**config.mk**
```make
export PLATFORM = sky130hd
export DESIGN_NAME = tcw_engine
export DESIGN_NICKNAME = d
export VERILOG_FILES = /design/src/rtl/tcw_pkg.sv /design/src/rtl/tcw_engine.sv
export SDC_FILE = /design/constraint.sdc
export NUM_CORES = 1
export LEC_CHECK = 0
export ABC_AREA = 1
export ABC_CLOCK_PERIOD_IN_PS = 6100
export BUFFER_PORTS_ARGS = -buffer_cell sky130_fd_sc_hd__buf_2
export CORE_MARGIN = 3
export CORE_UTILIZATION = 55
export CTS_BUF_LIST = sky130_fd_sc_hd__clkbuf_8
export DETAILED_ROUTE_END_ITERATION = 12
export GPL_TIMING_DRIVEN = 0
export PLACE_DENSITY_LB_ADDON = 0.25
export SLEW_MARGIN = 25
export SYNTH_ARGS = -nofsm -noshare
export SYNTH_HDL_FRONTEND = slang
export SYNTH_SLANG_ARGS = --single-unit
export TNS_END_PERCENT = 5
```
**constraint.sdc**
```tcl
create_clock -name clk -period 6.1 [get_ports clk]
set_clock_uncertainty 0.15 [all_clocks]
set_input_delay 1.525 -clock clk [delete_from_list [all_inputs] [get_ports clk]]
set_output_delay 1.525 -clock clk [all_outputs]
set_load 0.01 [all_outputs]
```
**src/rtl/tcw_pkg.sv**
```systemverilog
// text console writer package
// request and response word types and character codes, no dependencies
package tcw_pkg;

	localparam logic REQ_PUT  = 1'b0;
	localparam logic REQ_READ = 1'b1;

	localparam logic [7:0] CH_NEWLINE   = 8'd10;
	localparam logic [7:0] CH_BACKSPACE = 8'd8;
	localparam logic [7:0] CH_SPACE     = 8'd32;

	typedef struct packed {
		logic       req_type;
		logic [7:0] char_code;
		logic [7:0] color;
		logic [4:0] read_row;
		logic [6:0] read_col;
	} req_word_t;

	typedef struct packed {
		logic [15:0] cell_value;
		logic [4:0]  cursor_row;
		logic [6:0]  cursor_col;
		logic        scrolled;
	} rsp_word_t;

endpackage

```
**src/rtl/tcw_engine.sv**
```systemverilog
// request sequencer: cursor, scroll base row, clearing pass and row fill
// uses tcw_pkg; drives the ports of tcw_screen_mem
module tcw_engine import tcw_pkg::*; #(
	parameter int COLUMNS = 80,
	parameter int ROWS    = 25,
	parameter int AW      = 11
) (
	input  logic          clk,
	input  logic          arst_n,
	input  logic          req_valid,
	output logic          req_stall,
	input  req_word_t     req,
	input  logic          res_free,
	output logic          res_valid,
	output rsp_word_t     res,
	output logic          mem_we,
	output logic [AW-1:0] mem_waddr,
	output logic [15:0]   mem_wdata,
	output logic          mem_re,
	output logic [AW-1:0] mem_raddr,
	input  logic [15:0]   mem_rdata
);

	localparam int RW    = $clog2(ROWS);
	localparam int CW    = $clog2(COLUMNS);
	localparam int CELLS = ROWS * COLUMNS;
	localparam logic [RW:0]   ROWS_P   = (RW+1)'(ROWS);
	localparam logic [RW-1:0] ROW_LAST = RW'(ROWS - 1);
	localparam logic [CW-1:0] COL_LAST = CW'(COLUMNS - 1);
	localparam logic [AW-1:0] CELL_LAST = AW'(CELLS - 1);

	typedef enum logic [2:0] {
		S_CLEAR,
		S_IDLE,
		S_EXEC,
		S_RDWAIT,
		S_FILL,
		S_DONE
	} state_t;

	state_t          state_q;
	req_word_t       in_q;
	logic [RW-1:0]   row_q;
	logic [CW-1:0]   col_q;
	logic [RW-1:0]   base_q;
	logic [AW-1:0]   clr_q;
	logic [AW-1:0]   fill_addr_q;
	logic [CW-1:0]   fill_col_q;
	logic [15:0]     cell_q;
	logic            scrolled_q;

	logic            is_put;
	logic            is_nl;
	logic            is_bs;
	logic            in_range;
	logic            adv_row;
	logic [CW-1:0]   col_next;

	function automatic logic [AW-1:0] cell_addr(input logic [RW-1:0] base,
			input logic [RW-1:0] r, input logic [CW-1:0] c);
		logic [RW:0] p;
		p = {1'b0, base} + {1'b0, r};
		if (p >= ROWS_P) begin
			p = p - ROWS_P;
		end
		return AW'(p) * AW'(COLUMNS) + AW'(c);
	endfunction

	assign is_put   = (in_q.req_type == REQ_PUT);
	assign is_nl    = (in_q.char_code == CH_NEWLINE);
	assign is_bs    = (in_q.char_code == CH_BACKSPACE);
	assign in_range = (32'(in_q.read_row) < 32'(ROWS)) && (32'(in_q.read_col) < 32'(COLUMNS));

	always_comb begin
		adv_row  = 1'b0;
		col_next = col_q;
		if (is_nl) begin
			col_next = '0;
			adv_row  = 1'b1;
		end else if (is_bs) begin
			if (col_q != '0) begin
				col_next = col_q - 1'b1;
			end
		end else if (col_q == COL_LAST) begin
			col_next = '0;
			adv_row  = 1'b1;
		end else begin
			col_next = col_q + 1'b1;
		end
	end

	always_comb begin
		mem_we    = 1'b0;
		mem_waddr = cell_addr(base_q, row_q, col_q);
		mem_wdata = {in_q.color, in_q.char_code};
		mem_re    = 1'b0;
		mem_raddr = cell_addr(base_q, RW'(in_q.read_row), CW'(in_q.read_col));
		case (state_q)
			S_CLEAR: begin
				mem_we    = 1'b1;
				mem_waddr = clr_q;
				mem_wdata = '0;
			end
			S_EXEC: begin
				if (!is_put) begin
					mem_re = in_range;
				end else if (is_bs) begin
					mem_we    = (col_q != '0);
					mem_waddr = cell_addr(base_q, row_q, col_q - 1'b1);
					mem_wdata = {in_q.color, CH_SPACE};
				end else if (!is_nl) begin
					mem_we = 1'b1;
				end
			end
			S_FILL: begin
				mem_we    = 1'b1;
				mem_waddr = fill_addr_q;
				mem_wdata = {in_q.color, CH_SPACE};
			end
			default: begin
			end
		endcase
	end

	assign req_stall = (state_q != S_IDLE);
	assign res_valid = (state_q == S_DONE) && res_free;
	assign res       = '{cell_value: cell_q, cursor_row: 5'(row_q), cursor_col: 7'(col_q),
		scrolled: scrolled_q};

	always_ff @(posedge clk) begin
		if (state_q == S_IDLE && req_valid) begin
			in_q <= req;
		end
	end

	always_ff @(posedge clk or negedge arst_n) begin
		if (!arst_n) begin
			state_q     <= S_CLEAR;
			row_q       <= '0;
			col_q       <= '0;
			base_q      <= '0;
			clr_q       <= '0;
			fill_addr_q <= '0;
			fill_col_q  <= '0;
			cell_q      <= '0;
			scrolled_q  <= 1'b0;
		end else begin
			case (state_q)
				S_CLEAR: begin
					clr_q <= clr_q + 1'b1;
					if (clr_q == CELL_LAST) begin
						state_q <= S_IDLE;
					end
				end
				S_IDLE: begin
					if (req_valid) begin
						cell_q     <= '0;
						scrolled_q <= 1'b0;
						state_q    <= S_EXEC;
					end
				end
				S_EXEC: begin
					if (!is_put) begin
						state_q <= in_range ? S_RDWAIT : S_DONE;
					end else begin
						col_q   <= col_next;
						state_q <= S_DONE;
						if (adv_row) begin
							if (row_q == ROW_LAST) begin
								// old top row becomes the new bottom row
								fill_addr_q <= AW'(base_q) * AW'(COLUMNS);
								fill_col_q  <= '0;
								base_q      <= (base_q == ROW_LAST) ? '0 : base_q + 1'b1;
								scrolled_q  <= 1'b1;
								state_q     <= S_FILL;
							end else begin
								row_q <= row_q + 1'b1;
							end
						end
					end
				end
				S_RDWAIT: begin
					cell_q  <= mem_rdata;
					state_q <= S_DONE;
				end
				S_FILL: begin
					fill_addr_q <= fill_addr_q + 1'b1;
					fill_col_q  <= fill_col_q + 1'b1;
					if (fill_col_q == COL_LAST) begin
						state_q <= S_DONE;
					end
				end
				S_DONE: begin
					if (res_free) begin
						state_q <= S_IDLE;
					end
				end
				default: begin
					state_q <= S_IDLE;
				end
			endcase
		end
	end

endmodule

```
==> impl_metrics.py <==
metrics = {
    "synth": {
        "synthTopCellsByCount": "118 x nand2_1, 113 x inv_1, 66 x dfrtp_1",
        "ys.flop_type": "dfrtp_1",
        "yosys.area_share.xor_xnor_pct": 6.94,
        "yosys.cell_types.count": 62,
        "yosys.area_share.simple_pct": 23.0,
        "synthesis.area_um2": 6690,
        "yosys_warnings": 0,
        "synth_top_family_by_area": "simple AND/OR/NAND/NOR gates",
        "synth_nets": 881,
        "synth_edf_count": 29,
        "avgSynthCellArea_um2": 8.68,
        "synth_top_area_cell": "dfrtp_1",
        "synth_area_leaders": "dfrtp_1 25%, edfxtp_1 13%, ha_1 9.9%",
        "synth_compound_area_share_pct": 11.2,
        "ys_seq_area_share_pct": 37.7,
        "synth_seq_cells": 95,
        "synth_top_cell_area_share_pct": 24.7,
        "yosysMostFrequentCell": "nand2_1",
        "async_reset_ff_share_pct": 69.5,
        "synth_fa_ha_area_share_pct": 12.3,
        "syn_inst": 771,
        "synth_mux_area_share_pct": 0,
    },
    "route": {
        "drt_iter0_drc": 396,
        "drc": 0,
        "ant_nets": 0,
        "num_vias": 5714,
        "drt_wl_total_um": 15800,
        "vias_per_cell": 5.38,
        "avgRoutedWirePerCell_um": 14.8,
        "firstDrtPassIters": 5,
    },
    "floorplanning": {
        "die-area_um2": 13500,
        "ios": 120,
        "die_h_um": 116,
        "core_um2": 11700,
        "die_x_um": 116,
        "rows": 39,
        "start_util_pct": 57.4,
    },
    "timing": {
        "fin_crit_ns": 6.20,
        "rsz0062_at_grt": "true",
        "tightest_slew_ns": 0.571,
        "finalCritPeriodShare_pct": 102,
        "setup_ws_ns": -0.102,
        "fmax_ghz": 0.161,
        "finalHoldViolCount": 0,
        "finalSetupViolCount": 1,
        "drv_slew": 0,
        "tns_ns": -0.102,
        "relSlewSlack_pct": 61.9,
    },
    "clocking": {
        "cts_buffers": 9,
        "ctsHoldBuffers": 0,
        "clk_latency_ns": 0.38,
        "path_clk_slew_ns": 0.10,
        "cts_max_path_buffers": 2,
        "clock-sinks": 95,
        "cts_root_buf": "clkbuf_8",
        "cts_tree": "done",
        "htreeDepth": 3,
    },
    "place": {
        "dp.cells": 1034,
        "place_hpwl_um": 11900,
        "numPortBuffers": 119,
        "gp_congestion": 0.919,
    },
    "power": {
        "ir_drop_uv": 291,
        "leakage_uw": 0.00403,
        "power.density_nw_per_um2": 342,
    },
    "worst_setup_path": {
        "required_ns": 4.43,
        "path_max_fanout": 6,
        "reg2reg_to": "in_q[9]$_DFFE_PP_",
        "crit_type": "register to output pin",
        "reg2reg_slack_ns": 3.66,
        "r2r-start": "state_q[0]$_DFFE_PN0P_",
        "arrival_ns": 4.53,
        "reg2regPathDepth": 5,
        "start_kind": "register",
        "end_kind": "output pin",
    },
    "global_route": {
        "grt.total_usage_pct": 24.0,
        "grt_start_max_net_pins": 41,
        "grt_pass1_wl_um": 25700,
        "overflow": 0,
        "grt_pass1_vias": 5481,
        "antenna_found_initial": 1,
    },
    "worst_hold_path": {
        "hold_path.class": "register to register",
        "worstHoldStart": "scrolled_q$_DFFE_PN0P_",
        "holdPathEnd": "scrolled_q$_DFFE_PN0P_",
        "holdPathStages": 2,
    },
    "layout": {
        "layout.nets": 1024,
        "drive_above_1_share_pct": 27.6,
        "syn2layout_area_growth_pct": 19.6,
        "fin_cells": 1063,
    },
    "run": {
        "maxCapViolCount": 0,
    },
    "outcome": {
        "violations": "setup timing",
        "outcome": "finished with violations",
    },
}
stage by stage:
step	util (%)	instance area, um^2	power, uW	hold WS, ns	setup WS, ns
3_3_place_gp	64.0	7470	2230	0.326	-0.109
4_1_cts	66.5	7760	2700	0.353	-0.0662
3_5_place_dp	64.2	7490	2250	0.326	-0.170
5_1_grt	68.6	8000	2940	0.380	-0.332
2_1_floorplan	-	6690	1810	0.301	0.439
6_report	68.6	8000	2740	0.350	-0.102
per-layer routing:
layer / wire, um / vias to the layer above / GRT usage, %
li1: - / 2859 / -
met1: 7190 / 2650 / 33.3
met2: 7230 / 180 / 37.5
met3: 1030 / 25 / 5.54
met4: 314 / 0 / 7.58
met5: 0 / - / 0
timing repair:
| item | 4_1_cts | 5_1_grt |
|---|---|---|
| buffers inserted | 2 | 10 |
| pin swaps | 0 | 15 |
| endpoints found under the setup margin | 5 | 6 |
| resized for setup | 12 | 34 |
worst max-delay path: stages (launching register included):
cell and delay [ns]:
dfrtp_2 0.46, ha_4 0.18, fa_1 0.44, or2_1 0.24
nand2_1 0.12, nand3b_1 0.12, nand3_2 0.12, nand2_4 0.11
buf_6 0.16, xor2_4 0.17, ha_2 0.22, ha_4 0.14
inv_2 0.04, fa_2 0.42, xor2_4 0.18, nor2_2 0.15
nand2_1 0.10, inv_1 0.10, nand2_1 0.05, o21ai_1 0.12
nand3_1 0.13, nand3_1 0.09, nand2_1 0.05, nand2_1 0.08
inv_2 0.04, buf_6 0.11
worst max-delay path by stage:
stage	start	to	slack (ns)	cells past startpoint
global route	base_q[0]$_DFFE_PN0P_	mem_waddr[10]	-0.33	26
global placement	base_q[0]$_DFFE_PN0P_	mem_waddr[10]	-0.11	23
CTS	base_q[0]$_DFFE_PN0P_	mem_waddr[10]	-0.07	25
floorplan	row_q[0]$_DFFE_PN0P_	mem_waddr[10]	0.44	23
finish	base_q[0]$_DFFE_PN0P_	mem_waddr[10]	-0.10	25
detailed placement	base_q[0]$_DFFE_PN0P_	mem_waddr[10]	-0.17	23
where the power goes:
| part | leakage [uW] | total (uW) | internal, uW | switching (uW) |
|---|---|---|---|---|
| sequential | 0.00115 | 957 | 827 | 131 |
| combinational | 0.00277 | 1340 | 519 | 817 |
| clock | 0.000114 | 444 | 214 | 230 |
| total | 0.00403 | 2740 | 1560 | 1180 |
final cells by class:
class / instances / area [um^2]
multi-input cells: 531 / 3780
fillers: 911 / 3660
flip-flops and latches: 95 / 2520
repair buffers: 132 / 718
inverters: 127 / 479
well taps: 143 / 179
clock buffers: 11 / 151
plain buffers: 18 / 111
clock inverters: 5 / 57.6
diodes: 1 / 2.50
cell usage in the layout (no fill, tap or decap), types with 3 or more instances in the layout:
| cell type | netlist | final |
|---|---|---|
| nor3b_1 | 3 | 3 |
| dfrtp_1 | 66 | 64 |
| fa_1 | 8 | 5 |
| ha_4 | 0 | 5 |
| buf_4 | 6 | 18 |
| o21ai_1 | 9 | 10 |
| nor2_4 | 5 | 5 |
| clkbuf_8 | 0 | 11 |
| nor2_2 | 5 | 7 |
| o21ai_0 | 43 | 40 |
| xor2_1 | 40 | 37 |
| nand3_2 | 6 | 6 |
| o22ai_1 | 9 | 9 |
| nor3_1 | 11 | 10 |
| buf_6 | 2 | 4 |
| a21oi_2 | 3 | 4 |
| nand3b_1 | 4 | 4 |
| nor2_1 | 47 | 45 |
| edfxtp_1 | 29 | 29 |
| xnor2_1 | 13 | 11 |
| a21oi_1 | 22 | 21 |
| a32oi_1 | 4 | 4 |
| o221ai_1 | 3 | 3 |
| nand2_1 | 118 | 115 |
| clkbuf_1 | 5 | 5 |
| nor3_4 | 3 | 4 |
| fa_2 | 0 | 3 |
| nand4_1 | 5 | 5 |
| nor3_2 | 4 | 4 |
| buf_2 | 4 | 121 |
| nand2_2 | 12 | 13 |
| inv_2 | 12 | 16 |
| o2111ai_1 | 6 | 5 |
| ha_1 | 53 | 47 |
| nand3_1 | 62 | 62 |
| o211ai_1 | 4 | 4 |
| nand2_4 | 3 | 5 |
| inv_1 | 113 | 111 |
cell families after synthesis:
group                    after synthesis
AND/OR/NAND/NOR                      297
adder cells (fa/ha/maj)               61
XOR/XNOR                              53
buffers and inverters                145
AO/OA/AOI/OAI                        120
flip-flops                            95
state kept, by name, indices dropped and copies added (netlist names):
signal / count
fill_col_q: 7
in_q: 29
scrolled_q: 1
base_q: 5
col_q: 7
clr_q: 11
state_q: 3
row_q: 5
cell_q: 16
fill_addr_q: 11
Power figures use the tool's default switching activity.
